===== config.mk =====
export PLATFORM = sky130hd
export DESIGN_NAME = tmv_ram
export DESIGN_NICKNAME = d
export VERILOG_FILES = /design/src/rtl/core/tmv_ram.sv
export SDC_FILE = /design/constraint.sdc
export NUM_CORES = 2
export LEC_CHECK = 0
export BUFFER_PORTS_ARGS = -buffer_cell sky130_fd_sc_hd__buf_4
export CAP_MARGIN = 10
export CORE_UTILIZATION = 50
export CTS_CLUSTER_SIZE = 20
export DETAILED_ROUTE_END_ITERATION = 8
export PLACE_DENSITY_LB_ADDON = 0.2
export SETUP_SLACK_MARGIN = 0.4
export SLEW_MARGIN = 15
export SYNTH_ARGS = -nofsm -noshare
export SYNTH_HDL_FRONTEND = slang
export SYNTH_SLANG_ARGS = --single-unit

===== constraint.sdc =====
create_clock -name clock -period 4.3 [get_ports clock]
set_input_delay 0.86 -clock clock [delete_from_list [all_inputs] [get_ports clock]]
set_output_delay 0.86 -clock clock [all_outputs]
set_load 0.01 [all_outputs]

===== src/rtl/core/tmv_ram.sv =====
// Generic single-write, single-read RAM with registered read data.
`default_nettype none
module tmv_ram #(
   parameter int WIDTH = 32,
   parameter int DEPTH = 64
) (
   input  wire logic                     clock,
   input  wire logic                     wr_en,
   input  wire logic [$clog2(DEPTH)-1:0] wr_addr,
   input  wire logic [WIDTH-1:0]         wr_data,
   input  wire logic                     rd_en,
   input  wire logic [$clog2(DEPTH)-1:0] rd_addr,
   output logic      [WIDTH-1:0]         rd_data
);

   logic [WIDTH-1:0] mem_ff [DEPTH];
   logic [WIDTH-1:0] rd_data_ff;

   always_ff @(posedge clock) begin
      if (wr_en) begin
         mem_ff[wr_addr] <= wr_data;
      end
      if (rd_en) begin
         rd_data_ff <= mem_ff[rd_addr];
      end
   end

   assign rd_data = rd_data_ff;

endmodule
`default_nettype wire


==> flow_metrics.env <==
export IMPL_area_growth_syn_to_layout_pct=13.70
export IMPL_die_h_um=399.1
export IMPL_grtUsageMet3_pct=5.534
export IMPL_worstMarginPinSlew_ps=1010
export IMPL_hold_path_class="in -> reg"
export IMPL_netlist_cell_type_count=33
export IMPL_synth_most_common_cell="edfxtp_1"
export IMPL_fmax_mhz=315.4
export IMPL_vias_per_cell=6.419
export IMPL_met2_usage_pct=40.99
export IMPL_cts_sink_count=2080
export IMPL_holdPathStages=1
export IMPL_grt_max_degree=71
export IMPL_synth_top_area_share_pct=79.23
export IMPL_swShare_pct=20.80
export IMPL_ios=79
export IMPL_synthFlopType="edfxtp_1"
export IMPL_r2r_start="mem_ff[11][1]"
export IMPL_yosys_warnings=0
export IMPL_synth_seq_cells=2080
export IMPL_period_needed_ps=3171
export IMPL_clockBufferDepth=3
export IMPL_setup_viol=0
export IMPL_power_frac_seq_pct=54.1
export IMPL_synth_edff_count=2080
export IMPL_max_vdd_ir_drop_v=0.0005188
export IMPL_critPathMaxFanout=54
export IMPL_hold_buffers=0
export IMPL_netlist_instances=3324
export IMPL_ant_nets=0
export IMPL_min_period_over_period_pct=73.75
export IMPL_yosys_top_cells_area="edfxtp_1 79%, mux4_2 16%, mux2i_1 1.2%, o22ai_1 0.67%, nor2_1 0.65%"
export IMPL_grt_total_usage_pct=25.80
export IMPL_start_util_pct=50.41
export IMPL_cap_violations=0
export IMPL_hpwl_um=111500
export IMPL_netlist_top_cells_count="2080 x edfxtp_1, 544 x mux4_2, 137 x nor2_1"
export IMPL_post_route_drc_count=0
export IMPL_top_usage_layer="met2"
export IMPL_grtUsageMet1_pct=36.27
export IMPL_power_density_nw_per_um2=465.3
export IMPL_drtIter0Drc=4500
export IMPL_core_um2=156400
export IMPL_cts_inserted_buffers=204
export IMPL_drt_pass1_iterations=5
export IMPL_insertion_delay_ps=840
export IMPL_endpoint_kind="flop"
export IMPL_synth_top_area_cell="edfxtp_1"
export IMPL_p_sw_uw=8675
export IMPL_fin_setup_tns_ps=0
export IMPL_cts_clk_slew_worst_paths_ps=60
export IMPL_antenna_found_initial=8
export IMPL_syn_cell_area_um2=78840
export IMPL_post_cts_setup_buffers=0
export IMPL_gp_congestion=0.8205
export IMPL_vias=37400
export IMPL_min_to="mem_ff[11][6]"
export IMPL_cts_resized=0
export IMPL_r2r_end="rd_data[1]"
export IMPL_synthesis_nets=3371
export IMPL_layout_drive_gt1_share_pct=30.24
export IMPL_async_flop_share_pct=0
export IMPL_wl_per_cell_um=34.60
export IMPL_ff2ff_setup_slack_ps=1870
export IMPL_synth_area_per_cell_um2=23.72
export IMPL_ys_seq_area_share_pct=79.23
export IMPL_rr_worst_depth=4
export IMPL_numPortBuffers=78
export IMPL_slew_violations=0
export IMPL_totalWireLength_um=201600
export IMPL_hp_start="wr_data[6]"
export IMPL_fin_util_pct=57.32
export IMPL_rsz0062_at_grt="false"
export IMPL_grt_pass1_vias=38060
export IMPL_rows=145
export IMPL_grt_pass1_wl_um=285000
export IMPL_p_leak_uw=0.02792
export IMPL_fin_skew_ps=27.24
export IMPL_cp_start_kind="primary input"
export IMPL_hold_violations=0
export IMPL_worst_setup_path_type="in -> reg"
export IMPL_p_int_uw=33030
export IMPL_p_clk_share_pct=41.0
export IMPL_pwr_share_comb_pct=4.9
export IMPL_required_ps=4870
export IMPL_max_slew_margin_pct=32.48
export IMPL_die_w_um=399.1
export IMPL_nets=3650
export IMPL_cts_htree_levels=4
export IMPL_cts_root_buffer="clkbuf_16"
export IMPL_dieArea_um2=159300
export IMPL_critPathArrivalTime_ps=3740
export IMPL_outcome="finished, final reports clean"
export IMPL_cts_tree="done"
export IMPL_overflow=0
logic make-up after synthesis:
group,after synthesis,synth area share (%)
DFF,2080,79.23
muxes,637,16.72
and+or+nand+nor,223,1.260
AOI/OAI and AO/OA,202,1.666
buffers and inverters,182,1.124
state kept, by name, summed over array words and instances, names as in the netlist:
register and cells:
mem_ff 2048, rd_data 32
how the worst max path moves through the flow:
| stage | startpoint | end | slack [ps] | cells past startpoint |
|---|---|---|---|---|
| 2_1_floorplan | wr_addr[5] | mem_ff[39][0] | 790 | 4 |
| 3_3_place_gp | rd_addr[0] | rd_data[0] | 230 | 6 |
| 3_5_place_dp | rd_addr[0] | rd_data[0] | 180 | 6 |
| 4_1_cts | rd_addr[0] | rd_data[0] | 1130 | 6 |
| 5_1_grt | rd_addr[0] | rd_data[0] | 1110 | 6 |
| 6_report | rd_addr[0] | rd_data[0] | 1130 | 6 |
power groups by stage:
stage / combinational (uW) / clock [uW] / sequential (uW)
detailed placement: 2070 / 0 / 23000
global route: 2160 / 18100 / 22600
floorplan: 1090 / 0 / 23000
finish: 2040 / 17100 / 22600
global placement: 2020 / 0 / 23000
CTS: 2070 / 17300 / 22600
final cells by class:
| type | instances | area (um2) |
|---|---|---|
| flip-flops and latches | 2080 | 62460 |
| clock buffers | 245 | 5344 |
| diodes | 3 | 7.507 |
| repair buffers | 255 | 2275 |
| clock inverters | 124 | 1001 |
| fillers | 11130 | 66750 |
| multi-input cells | 1062 | 15980 |
| well taps | 2058 | 2575 |
per-stage QoR:
| stage | worst slack, ps | power (uW) | cells | hold slack [ps] | instance area, um2 |
|---|---|---|---|---|---|
| 2_1_floorplan | 788.1 | 24060 | 3324 | 750.2 | 78850 |
| 6_report | 1129 | 41710 | 5827 | 546.0 | 89640 |
| 4_1_cts | 1129 | 41980 | 5824 | 497.5 | 89630 |
| 3_5_place_dp | 178.9 | 25070 | 5455 | 840.0 | 83290 |
| 3_3_place_gp | 232.8 | 25010 | 5455 | 839.4 | 83290 |
| 5_1_grt | 1112 | 42820 | 5824 | 537.3 | 89630 |
layout by cell type (no fill, tap or decap), types with 26 or more instances in the layout:
cell type	instances
clkbuf_16	208
buf_12	27
o22ai_1	84
mux4_2	544
mux2i_1	93
nor2_4	62
clkinv_2	36
o221ai_1	27
nor2_1	75
clkinv_1	61
buf_4	225
edfxtp_1	2080
clkbuf_1	37
a21oi_1	62
nand2_1	26
per-layer routing:
metal	share of wire, %	vias to the layer above
met4	2.7	14
met2	49	1796
met5	0.041	-
met1	40	20420
li1	-	14880
met3	9.1	294
worst max-delay path, cell delays in order:
cell and delay [ps]:
buf_8 510, buf_12 450, mux4_2 580, mux4_2 490, o22ai_1 570, nor2_1 110
No activity file was read; power rests on OpenSTA's default activity.
