<file path="src/rtl/core/tmv_pkg.sv">
// Shared constants, codes and control types for the triangular matrix-vector multiplier.
`default_nettype none
package tmv_pkg;

   localparam int MAX_SIZE   = 64;
   localparam int IDX_W      = $clog2(MAX_SIZE);
   localparam int MAT_ADDR_W = 2 * IDX_W;
   localparam int MAT_DEPTH  = MAX_SIZE * MAX_SIZE;
   localparam int SIZE_W     = 7;
   localparam int MAT_W      = 32;
   localparam int VEC_W      = 48;
   localparam int FRAC_W     = 24;
   localparam int MUL_B_W    = VEC_W - FRAC_W + 1;
   localparam int PROD_W     = MAT_W + MUL_B_W;
   localparam int ACC_W      = 64;
   localparam int CSR_IDX_W  = 2;

   // 1.0 in Q8.24, used in place of the diagonal for unit-diagonal runs
   localparam logic signed [MAT_W-1:0] ONE_Q = MAT_W'(1) << FRAC_W;

   localparam logic [1:0] CMD_MATRIX = 2'd0;
   localparam logic [1:0] CMD_VECTOR = 2'd1;
   localparam logic [1:0] CMD_START  = 2'd2;

   localparam logic [1:0] MODE_UPPER   = 2'd0;
   localparam logic [1:0] MODE_LOWER   = 2'd1;
   localparam logic [1:0] MODE_LOWER_T = 2'd2;
   localparam logic [1:0] MODE_UPPER_T = 2'd3;

   localparam logic [CSR_IDX_W-1:0] CSR_VECTOR_SIZE = 2'd0;
   localparam logic [CSR_IDX_W-1:0] CSR_MODE        = 2'd1;
   localparam logic [CSR_IDX_W-1:0] CSR_UNIT_DIAG   = 2'd2;

   typedef struct packed {
      logic clear;
      logic mul_en;
      logic mul_lo;
      logic unit_sub;
   } mac_ctrl_type;

   typedef struct packed {
      logic                  en;
      logic [MAT_ADDR_W-1:0] mat_addr;
      logic [IDX_W-1:0]      vec_addr;
   } rd_req_type;

   typedef struct packed {
      logic             busy;
      logic             out_load;
      logic             out_last;
      logic [IDX_W-1:0] out_index;
   } seq_status_type;

endpackage
`default_nettype wire

</file>
<file path="src/rtl/core/tmv_mac.sv">
// Shared multiply-accumulate unit: one 32x25 multiplier, product register, wide accumulator.
`default_nettype none
module tmv_mac
   import tmv_pkg::*;
(
   input  wire logic                     clock,
   input  wire logic                     reset,
   input  wire mac_ctrl_type             ctrl,
   input  wire logic signed [MAT_W-1:0]  mat_data,
   input  wire logic signed [VEC_W-1:0]  vec_data,
   output logic signed      [VEC_W-1:0]  sat_value
);

   logic signed [MAT_W-1:0]   a_op;
   logic signed [MUL_B_W-1:0] b_op;
   logic signed [PROD_W-1:0]  prod;
   logic signed [PROD_W-1:0]  prod_ff;
   logic                      prod_vld_ff, prod_vld_in;
   logic                      prod_lo_ff;
   logic signed [ACC_W-1:0]   prod_ext;
   logic signed [ACC_W-1:0]   addend;
   logic signed [ACC_W-1:0]   acc_ff, acc_in;
   logic [ACC_W-VEC_W:0]      top_bits;

   // x = xh*2^24 + xl with xh signed and xl in [0, 2^24); the low partial
   // product is floored by an arithmetic shift when it is added
   always_comb begin
      a_op = ctrl.unit_sub ? ONE_Q : mat_data;
      if (ctrl.mul_lo) begin
         b_op = {1'b0, vec_data[FRAC_W-1:0]};
      end else begin
         b_op = {vec_data[VEC_W-1], vec_data[VEC_W-1:FRAC_W]};
      end
      prod = a_op * b_op;
   end

   assign prod_vld_in = ctrl.mul_en;
   assign prod_ext    = {{(ACC_W-PROD_W){prod_ff[PROD_W-1]}}, prod_ff};
   assign addend      = prod_lo_ff ? (prod_ext >>> FRAC_W) : prod_ext;

   always_comb begin
      acc_in = acc_ff;
      if (ctrl.clear) begin
         acc_in = '0;
      end else if (prod_vld_ff) begin
         acc_in = acc_ff + addend;
      end
   end

   always_ff @(posedge clock) begin
      if (reset) begin
         prod_vld_ff <= 1'b0;
      end else begin
         prod_vld_ff <= prod_vld_in;
      end
      if (ctrl.mul_en) begin
         prod_ff    <= prod;
         prod_lo_ff <= ctrl.mul_lo;
      end
      acc_ff <= acc_in;
   end

   // clamp to 48 bits when the bits above the sign disagree
   assign top_bits = acc_ff[ACC_W-1:VEC_W-1];

   always_comb begin
      if ((&top_bits) || !(|top_bits)) begin
         sat_value = acc_ff[VEC_W-1:0];
      end else if (acc_ff[ACC_W-1]) begin
         sat_value = {1'b1, {(VEC_W-1){1'b0}}};
      end else begin
         sat_value = {1'b0, {(VEC_W-1){1'b1}}};
      end
   end

endmodule
`default_nettype wire

</file>
<file path="config.mk">
export PLATFORM = sky130hd
export DESIGN_NAME = tmv_mac
export DESIGN_NICKNAME = d
export VERILOG_FILES = /design/src/rtl/core/tmv_pkg.sv /design/src/rtl/core/tmv_mac.sv
export SDC_FILE = /design/constraint.sdc
export NUM_CORES = 2
export LEC_CHECK = 0
export BUFFER_PORTS_ARGS = -buffer_cell sky130_fd_sc_hd__buf_2
export CAP_MARGIN = 30
export CORE_MARGIN = 10
export CORE_UTILIZATION = 35
export DETAILED_ROUTE_END_ITERATION = 8
export GPL_ROUTABILITY_DRIVEN = 0
export PLACE_DENSITY = 0.48
export RECOVER_POWER = 100
export SYNTH_ARGS = -nofsm -noshare
export SYNTH_HDL_FRONTEND = slang
export SYNTH_SLANG_ARGS = --single-unit
</file>
<file path="constraint.sdc">
create_clock -name clock -period 8.2 [get_ports clock]
set_clock_uncertainty 0.05 [all_clocks]
set_input_delay 0 -clock clock [delete_from_list [all_inputs] [get_ports clock]]
set_output_delay 0 -clock clock [all_outputs]
set_load 0.02 [all_outputs]
</file>
==> results.json <==
{
  "layout_commonest_cell": "inv_1",
  "crit_chain": "buf_4 -> buf_12 -> mux2i_1 -> buf_4 -> nor2_1 -> ha_1 -> fa_1 -> fa_1 -> inv_1 -> fa_1 -> fa_1 -> inv_1 -> ha_1 -> a2111o_1 -> a2111oi_4 -> nor3_1 -> o311ai_4 -> a211oi_1 -> a221o_1 -> a221o_1 -> a2111oi_2 -> nor3_1",
  "antenna_found_initial": 3,
  "route.detailed.wl_per_inst_um": 22.2,
  "num_antenna_cells": 0,
  "overflow": 0,
  "avgSynthCellArea_um2": 8.74,
  "io_pins": 134,
  "viasPerCell": 4.99,
  "place_hpwl_um": 109000,
  "die_x_um": 344,
  "num_rows": 118,
  "hp-class": "in -> reg",
  "area_growth_pct": 10.2,
  "cp_top_family": "adder cells",
  "critPathMaxFanout": 11,
  "drc_errors": 0,
  "tns_ps": 0,
  "fmax_mhz": 128,
  "grt_max_degree": 60,
  "cp-end-kind": "register",
  "synth_edf_count": 58,
  "antenna_left": 0,
  "fin_crit_ps": 7790,
  "finalCritPeriodShare_pct": 95.0,
  "grt_pass1_wl_um": 192000,
  "fin_nets": 5461,
  "cts_tree": "done",
  "slew-limit-headroom_pct": -115,
  "drv_cap": 4,
  "clk_latency_ps": 450,
  "rsz0062_at_grt": "false",
  "ys_types": 72,
  "syn_area_um2": 36800,
  "worst_slew_pin_slew_ps": 3220,
  "track_usage_pct": 21.6,
  "vias": 28600,
  "synth_async_sr_flop_share_pct": 0,
  "grt_pass1_vias": 30300,
  "dr.pass1.iters": 7,
  "final_cell_mix": "inv_1, fa_1, nor2_1",
  "setup_viol": 0,
  "crit_path_max_incr_delay_ps": 1550,
  "failed_checks": "capacitance limit, slew limit",
  "synth_top_area_share_pct": 44.6,
  "start_util_pct": 35.4,
  "clk_path_buf_depth": 2,
  "post_cts_buffers": 0,
  "crit_top_cell": "fa_1",
  "crit_type": "in -> reg",
  "totalWireLength_um": 127000,
  "critPathLaunchType": "primary input",
  "ys.warnings.count": 0,
  "drive_gt1_share_pct": 8.25,
  "cts_buffers": 17,
  "synth-seq-cells": 123,
  "crit_buf_inv": 5,
  "synthTopCellsByArea": "fa_1, inv_1, ha_1",
  "slowest_stage": "mux2i_1",
  "synth_top_area_cell": "fa_1",
  "die_area_um2": 119000,
  "clockRootBuffer": "clkbuf_16",
  "crit_required_ps": 8340,
  "core_um2": 104000,
  "slew_viol_final": 179,
  "status": "complete, but fails checks",
  "critical_path_arrival_ps": 7920,
  "hold_violations": 0,
  "port_buffers": 133,
  "clock-sinks": 123,
  "drt_iter0_drc": 2049,
  "die_h_um": 344,
  "htree_levels": 4,
  "synth_flop_cell": "dfxtp_1",
  "yosysSeqAreaShare_pct": 8.26,
  "netlist_instances": 4216,
  "synth_nets": 5340,
  "cts_resized": 0,
  "clk_pin_slew_ps": 60
}
==> cells in the mapped netlist, types with 26 or more instances <==
cell,count
nand2b_1,45
mux2_2,55
clkbuf_1,189
inv_1,908
fa_1,820
edfxtp_1,58
nor2b_1,44
a21oi_1,134
nor2_1,505
mux2i_1,54
nand2_1,490
a21o_1,87
o21ai_0,134
xnor2_1,72
xor2_1,41
nand4_1,26
ha_1,218
dfxtp_1,65
==> per-layer routing <==
| layer | vias up | track usage (%) | routed length (um) |
|---|---|---|---|
| met3 | 144 | 5.17 | 10500 |
| met2 | 1013 | 34.0 | 56300 |
| li1 | 13000 | - | - |
| met1 | 14400 | 29.7 | 56900 |
| met5 | - | 0 | 27 |
| met4 | 4 | 5.60 | 3650 |
==> state kept, by name, indices dropped and copies added (netlist names) <==
name / count
prod_lo_ff: 1
prod_ff: 57
prod_vld_ff: 1
acc_ff: 64
==> timing repair <==
| action | in CTS | in global routing |
|---|---|---|
| endpoints found under the setup margin | 0 | 0 |
| endpoints found under the hold margin | 2 | 0 |
| hold buffers | 2 | 0 |
==> path summary, 6_finish.rpt <==
path | from | endpoint | slack [ps] | depth (start not counted)
worst max-delay path | ctrl[1] | prod_ff[42]$_DFFE_PP_ | 410 | 22
worst min-delay path | ctrl[3] | acc_ff[36]$_SDFFE_PP0P_ | 100 | 3
worst max register to register | prod_lo_ff$_DFFE_PP_ | acc_ff[63]$_SDFFE_PP0P_ | 1220 | 13
worst min register to register | acc_ff[1]$_SDFFE_PP0P_ | acc_ff[1]$_SDFFE_PP0P_ | 450 | 2
==> per-stage QoR <==
step	utilization [%]	std cells	setup slack [ps]	hold slack, ps	cell area (um2)
3_5_place_dp	38.6	5696	144	110	40100
5_1_grt	39.0	5730	110	122	40600
6_report	39.0	5730	413	97.7	40600
3_3_place_gp	38.5	5695	257	103	40100
4_1_cts	39.1	5730	624	103	40700
2_1_floorplan	-	4216	30.7	21.6	36900
==> kinds of logic after synthesis <==
| logic type | count (synthesis) | synth area share [%] |
|---|---|---|
| AO/OA/AOI/OAI | 506 | 8.74 |
| XOR/XNOR | 113 | 2.69 |
| adder cells (fa/ha/maj) | 1038 | 52.0 |
| buffers and inverters | 1114 | 11.4 |
| flip-flops | 123 | 8.26 |
| multiplexers | 109 | 3.15 |
| AND/OR/NAND/NOR | 1213 | 13.8 |
==> cell type report <==
class / count / area (um2)
fillers: 10800 / 63500
multi-input cells: 2979 / 29700
inverters: 908 / 3410
flip-flops and latches: 123 / 3040
repair buffers: 308 / 2150
well taps: 1380 / 1730
clock buffers: 18 / 429
clock inverters: 14 / 138
==> worst register-to-register path, stage by stage, from the launching register on <==
cell and delay [ps]:
edfxtp_1 310, clkbuf_1 1910, nand2_1 1250, o21ai_0 500, ha_1 310, and2_0 280, nand3_1 130, or4_1 470
a211oi_1 220, a21oi_1 180, o221a_2 390, o211a_1 230, a31oi_1 270, mux2_2 370
Power is left out: the tool's default activity adds up to more than one toggle a clock period on the data nets, which glitch-free logic cannot reach.
