--- src/rtl/core/tmv_pkg.sv ---
// Shared constants, codes and control types for the triangular matrix-vector multiplier.
`default_nettype none
package tmv_pkg;

   localparam int MAX_SIZE   = 64;
   localparam int IDX_W      = $clog2(MAX_SIZE);
   localparam int MAT_ADDR_W = 2 * IDX_W;
   localparam int MAT_DEPTH  = MAX_SIZE * MAX_SIZE;
   localparam int SIZE_W     = 7;
   localparam int MAT_W      = 32;
   localparam int VEC_W      = 48;
   localparam int FRAC_W     = 24;
   localparam int MUL_B_W    = VEC_W - FRAC_W + 1;
   localparam int PROD_W     = MAT_W + MUL_B_W;
   localparam int ACC_W      = 64;
   localparam int CSR_IDX_W  = 2;

   // 1.0 in Q8.24, used in place of the diagonal for unit-diagonal runs
   localparam logic signed [MAT_W-1:0] ONE_Q = MAT_W'(1) << FRAC_W;

   localparam logic [1:0] CMD_MATRIX = 2'd0;
   localparam logic [1:0] CMD_VECTOR = 2'd1;
   localparam logic [1:0] CMD_START  = 2'd2;

   localparam logic [1:0] MODE_UPPER   = 2'd0;
   localparam logic [1:0] MODE_LOWER   = 2'd1;
   localparam logic [1:0] MODE_LOWER_T = 2'd2;
   localparam logic [1:0] MODE_UPPER_T = 2'd3;

   localparam logic [CSR_IDX_W-1:0] CSR_VECTOR_SIZE = 2'd0;
   localparam logic [CSR_IDX_W-1:0] CSR_MODE        = 2'd1;
   localparam logic [CSR_IDX_W-1:0] CSR_UNIT_DIAG   = 2'd2;

   typedef struct packed {
      logic clear;
      logic mul_en;
      logic mul_lo;
      logic unit_sub;
   } mac_ctrl_type;

   typedef struct packed {
      logic                  en;
      logic [MAT_ADDR_W-1:0] mat_addr;
      logic [IDX_W-1:0]      vec_addr;
   } rd_req_type;

   typedef struct packed {
      logic             busy;
      logic             out_load;
      logic             out_last;
      logic [IDX_W-1:0] out_index;
   } seq_status_type;

endpackage
`default_nettype wire

--- src/rtl/core/tmv_seq.sv ---
// Sequencer: walks rows and the used columns of the triangle, drives reads and the shared MAC.
`default_nettype none
module tmv_seq
   import tmv_pkg::*;
(
   input  wire logic              clock,
   input  wire logic              reset,
   input  wire logic              start,
   input  wire logic [SIZE_W-1:0] vector_size,
   input  wire logic [1:0]        mode,
   input  wire logic              unit_diag,
   input  wire logic              out_free,
   output mac_ctrl_type           ctrl,
   output rd_req_type             rd,
   output seq_status_type         status
);

   localparam logic [2:0] S_IDLE  = 3'd0;
   localparam logic [2:0] S_ISSUE = 3'd1;
   localparam logic [2:0] S_LO    = 3'd2;
   localparam logic [2:0] S_HI    = 3'd3;
   localparam logic [2:0] S_ADD   = 3'd4;
   localparam logic [2:0] S_OUT   = 3'd5;

   logic [2:0]       state_ff, state_in;
   logic [IDX_W-1:0] i_ff, i_in;
   logic [IDX_W-1:0] k_ff, k_in;
   logic [IDX_W-1:0] last_ff, last_in;
   logic [SIZE_W-1:0] size_eff;
   logic             k_ge_i;
   logic             transposed;
   logic             unit;
   logic [IDX_W-1:0] k_end;
   logic [IDX_W-1:0] rd_k;
   logic             diag_sub;

   always_comb begin
      k_ge_i     = (mode == MODE_UPPER) || (mode == MODE_LOWER_T);
      transposed = (mode == MODE_LOWER_T) || (mode == MODE_UPPER_T);
      unit       = unit_diag && ((mode == MODE_LOWER) || (mode == MODE_LOWER_T));
      size_eff   = (vector_size > SIZE_W'(MAX_SIZE)) ? SIZE_W'(MAX_SIZE) : vector_size;
      k_end      = k_ge_i ? last_ff : i_ff;
      diag_sub   = unit && (k_ff == i_ff);
      // during HI the next column's read goes out
      rd_k       = (state_ff == S_HI) ? (k_ff + IDX_W'(1)) : k_ff;
   end

   always_comb begin
      state_in = state_ff;
      i_in     = i_ff;
      k_in     = k_ff;
      last_in  = last_ff;
      ctrl     = '0;
      rd.en    = 1'b0;
      rd.mat_addr = transposed ? {rd_k, i_ff} : {i_ff, rd_k};
      rd.vec_addr = rd_k;
      status.out_load  = 1'b0;
      status.out_last  = (i_ff == last_ff);
      status.out_index = i_ff;
      status.busy      = (state_ff != S_IDLE);

      case (state_ff)
         S_IDLE: begin
            if (start && (size_eff != '0)) begin
               last_in  = IDX_W'(size_eff - SIZE_W'(1));
               i_in     = '0;
               k_in     = '0;
               state_in = S_ISSUE;
            end
         end
         S_ISSUE: begin
            rd.en      = 1'b1;
            ctrl.clear = 1'b1;
            state_in   = S_LO;
         end
         S_LO: begin
            ctrl.mul_en   = 1'b1;
            ctrl.mul_lo   = 1'b1;
            ctrl.unit_sub = diag_sub;
            state_in      = S_HI;
         end
         S_HI: begin
            ctrl.mul_en   = 1'b1;
            ctrl.unit_sub = diag_sub;
            if (k_ff == k_end) begin
               state_in = S_ADD;
            end else begin
               rd.en    = 1'b1;
               k_in     = k_ff + IDX_W'(1);
               state_in = S_LO;
            end
         end
         S_ADD: begin
            // last high product lands in the accumulator
            state_in = S_OUT;
         end
         S_OUT: begin
            if (out_free) begin
               status.out_load = 1'b1;
               if (i_ff == last_ff) begin
                  state_in = S_IDLE;
               end else begin
                  i_in     = i_ff + IDX_W'(1);
                  k_in     = k_ge_i ? (i_ff + IDX_W'(1)) : '0;
                  state_in = S_ISSUE;
               end
            end
         end
         default: begin
            state_in = S_IDLE;
         end
      endcase
   end

   always_ff @(posedge clock) begin
      if (reset) begin
         state_ff <= S_IDLE;
      end else begin
         state_ff <= state_in;
      end
      i_ff    <= i_in;
      k_ff    <= k_in;
      last_ff <= last_in;
   end

endmodule
`default_nettype wire

--- config.mk ---
export PLATFORM = sky130hd
export DESIGN_NAME = tmv_seq
export DESIGN_NICKNAME = d
export VERILOG_FILES = /design/src/rtl/core/tmv_pkg.sv /design/src/rtl/core/tmv_seq.sv
export SDC_FILE = /design/constraint.sdc
export NUM_CORES = 1
export LEC_CHECK = 0
export BUFFER_PORTS_ARGS = -buffer_cell sky130_fd_sc_hd__buf_2
export CORE_MARGIN = 1.5
export CORE_UTILIZATION = 35
export CTS_CLUSTER_DIAMETER = 40
export CTS_CLUSTER_SIZE = 28
export DETAILED_ROUTE_END_ITERATION = 12
export PLACE_DENSITY = 0.67
export SLEW_MARGIN = 25
export SYNTH_ARGS = -nofsm -noshare
export SYNTH_HDL_FRONTEND = slang
export SYNTH_SLANG_ARGS = --single-unit
--- constraint.sdc ---
create_clock -name clock -period 2.3 [get_ports clock]
set_input_delay 0.46 -clock clock [delete_from_list [all_inputs] [get_ports clock]]
set_output_delay 0.46 -clock clock [all_outputs]
set_load 0.005 [all_outputs]
==> results.sh <==
export IMPL_gp_congestion=0.930
export IMPL_syn_inst=204
export IMPL_fillerInstances=507
export IMPL_die_height_um=74.6
export IMPL_insertion_delay_ns=0.26
export IMPL_synthMuxAreaShare_pct=3.35
export IMPL_synth_top_family_by_area="simple AND/OR/NAND/NOR gates"
export IMPL_p_clk_share_pct=18.6
export IMPL_cp_arrival_ns=1.77
export IMPL_crit_chain="buf_2 -> buf_4 -> mux2i_1 -> xnor2_1 -> nor4_4 -> nor2_1 -> buf_2"
export IMPL_num_rows=25
export IMPL_area_growth_pct=25.1
export IMPL_ys_warn_count=0
export IMPL_cts_hold_buf=0
export IMPL_grt_pass1_vias=1457
export IMPL_synth_ff_type="edfxtp_1"
export IMPL_hold_viol_final=0
export IMPL_use_met3_pct=2.30
export IMPL_dr_total_vias=1596
export IMPL_p_sw_share_pct=34.0
export IMPL_clock_root_buffer="clkbuf_8"
export IMPL_cts_inserted_buffers=3
export IMPL_multi_input_area_sq_um=1040
export IMPL_syn_area_per_cell_sq_um=8.79
export IMPL_totalWireLength_mm=4.40
export IMPL_cts_sinks=21
export IMPL_synth_adder_area_share_pct=5.58
export IMPL_grt_busiest_layer="met2"
export IMPL_cpMostUsedCell="buf_2"
export IMPL_combPwrFrac_pct=39.6
export IMPL_worst_path_max_delay_cell="nor4_4"
export IMPL_finalMaxSlewViolations=0
export IMPL_antenna_found_initial=0
export IMPL_coreArea_sq_um=4820
export IMPL_p_int_w=0.000837
export IMPL_layout_commonest_cell="buf_2"
export IMPL_register_area_sq_um=601
export IMPL_hp_class="in2reg"
export IMPL_dr_pass1_iters=4
export IMPL_initial_core_util_pct=37.2
export IMPL_pwr_share_seq_pct=41.8
export IMPL_peakVddDrop_uv=289
export IMPL_syn_area_sq_um=1790
export IMPL_crit_path_end_kind="output port"
export IMPL_yosysSeqAreaShare_pct=33.5
export IMPL_n_antenna_cell=0
export IMPL_cap_violations=0
export IMPL_clk_path_buf_depth=2
export IMPL_synthSimpleGateAreaFrac_pct=20.9
export IMPL_path_max_fanout=6
export IMPL_worstMarginPinSlew_ns=0.601
export IMPL_synth_seq_cells=21
export IMPL_async_flop_share_pct=0
export IMPL_maxSlewHeadroom_pct=59.9
export IMPL_placed_area_sq_um=2130
export IMPL_globalRouteMet2Util_pct=27.0
export IMPL_port_buffers=45
export IMPL_synth_fp_nets=226
export IMPL_cts_clk_slew_worst_paths_ns=0.07
export IMPL_synth_edf_count=18
export IMPL_finalCriticalPeriod_ns=2.23
export IMPL_max_freq_ghz=0.448
export IMPL_avgViaCountPerCell=4.84
export IMPL_finalSetupViolations=0
export IMPL_final_net_count=286
export IMPL_drtIter0Drc=83
export IMPL_gr_usage_met1_pct=23.6
export IMPL_die_w_um=74.6
export IMPL_grt_start_max_net_pins=25
export IMPL_ys_types=39
export IMPL_io_pins=46
export IMPL_grt_overflow=0
export IMPL_cts_tree="done"
export IMPL_grt_pass1_wl_mm=7.03
export IMPL_drive_above_1_share_pct=31.9
export IMPL_timing_final_crit_share_pct=97.2
export IMPL_final_cell_area_sq_um=2240
export IMPL_outcome="completed"
export IMPL_dieArea_sq_um=5560
export IMPL_wire_per_inst_um=13.3
export IMPL_p_leak_nw=1.03
export IMPL_pwr_density_cell_nw_per_um2=566
export IMPL_pre_cts_ws_ns=0.0206
export IMPL_cp_data_required_time_ns=1.84
export IMPL_switchingPower_w=0.000432
export IMPL_synth_compound_area_share_pct=10.8
export IMPL_layout_common_cells="45 x buf_2, 25 x buf_4, 23 x nor2_1"
export IMPL_worstSetupPathType="in2out"
export IMPL_htreeDepth=1
export IMPL_cp_slowest_stage_delay_ns=0.40
export IMPL_rsz0062_at_grt="yes"
export IMPL_drtAntennaViolNets=0
export IMPL_fin_ws_ns=0.0654
export IMPL_hpwl_mm=3.51
export IMPL_skew_ns=0.00450
export IMPL_grt_total_usage_pct=16.9
export IMPL_drc_errors=0
export IMPL_synth_xor_area_share_pct=16.1
export IMPL_critPathLaunchType="input port"
## cells in the mapped netlist, drive strengths merged, types with 2 or more instances
cell type | number | area [sq um]
nor2 | 23 | 86.3
xnor2 | 19 | 166
edfxtp | 18 | 541
inv | 17 | 63.8
nand2 | 17 | 63.8
xor2 | 14 | 123
buf | 11 | 86.3
o21ai | 11 | 55.1
ha | 8 | 100
a21oi | 7 | 35.0
nand2b | 7 | 43.8
nand3 | 7 | 40.0
mux2i | 6 | 60.1
nor3 | 6 | 30.0
clkbuf | 4 | 25.0
nor4 | 4 | 40.0
dfxtp | 3 | 60.1
a21boi | 2 | 15.0
a22o | 2 | 17.5
and3 | 2 | 12.5
nand4 | 2 | 12.5
or2 | 2 | 12.5
or3 | 2 | 12.5
## critical path, delay by kind of cell
family | cells | cell delay (ns)
XOR/XNOR | 1 | 0.14
AND/OR/NAND/NOR | 2 | 0.47
buffers and inverters | 3 | 0.47
multiplexers | 1 | 0.23
## area by class of cell
| class | count | share of cell area, % |
|---|---|---|
| Multi-Input combinational cell | 151 | 46.2 |
| Tap cell | 67 | 3.74 |
| Clock buffer | 3 | 1.84 |
| Sequential cell | 21 | 26.8 |
| Timing Repair Buffer | 70 | 18.4 |
| Inverter | 17 | 2.84 |
| Clock inverter | 1 | 0.223 |
## flip-flops by register name, summed over array words and instances (netlist names)
register  flops
k_ff          6
last_ff       6
state_ff      3
i_ff          6
## logic make-up (layout without fill, tap and decap cells)
logic type,after synthesis,after routing
adders and majority gates,8,8
DFF,21,21
AOI/OAI and AO/OA,30,30
buffers and inverters,32,91
xor gates and xnor gates,33,33
muxes,6,6
and+or+nand+nor,74,74
## routing by layer
layer	wire length [um]	share of wire, %	up-vias
met2	1990	45	63
met3	337	7.7	10
li1	-	-	808
met1	1990	45	715
met5	0	0	-
met4	79	1.8	0
## per-stage QoR
step                instances  util [%]  power, W  hold slack [ns]  TNS [ns]
floorplan                 204         -  0.000840            0.560         0
global placement          319      44.1   0.00100            0.573         0
detailed placement        319      44.1   0.00101            0.577         0
CTS                       323      45.3   0.00125            0.523         0
global route              330      46.6   0.00136            0.539   -0.0800
finish                    330      46.6   0.00127            0.524         0
## power groups by stage
stage	combinational [W]	sequential, W	clock [W]
2_1_floorplan	0.000325	0.000516	0
3_3_place_gp	0.000461	0.000542	0
3_5_place_dp	0.000467	0.000543	0
4_1_cts	0.000472	0.000535	0.000244
5_1_grt	0.000565	0.000535	0.000258
6_report	0.000503	0.000530	0.000236
## what timing repair did
item                       4_1_cts  5_1_grt
setup endpoints to repair        4       16
buffers inserted                 0        7
resized for setup                2        2
pin swaps                        1        0
## worst paths after layout
kind / start / end / slack (ns) / cells past startpoint
worst max-delay path: mode[0] / rd[18] / 0.07 / 7
worst min-delay path: vector_size[5] / last_ff[5] / 0.52 / 3
worst max register to register: i_ff[5] / i_ff[3] / 0.30 / 8
worst min register to register: state_ff[2] / state_ff[1] / 0.58 / 2
No activity file was read; power rests on OpenSTA's default activity.
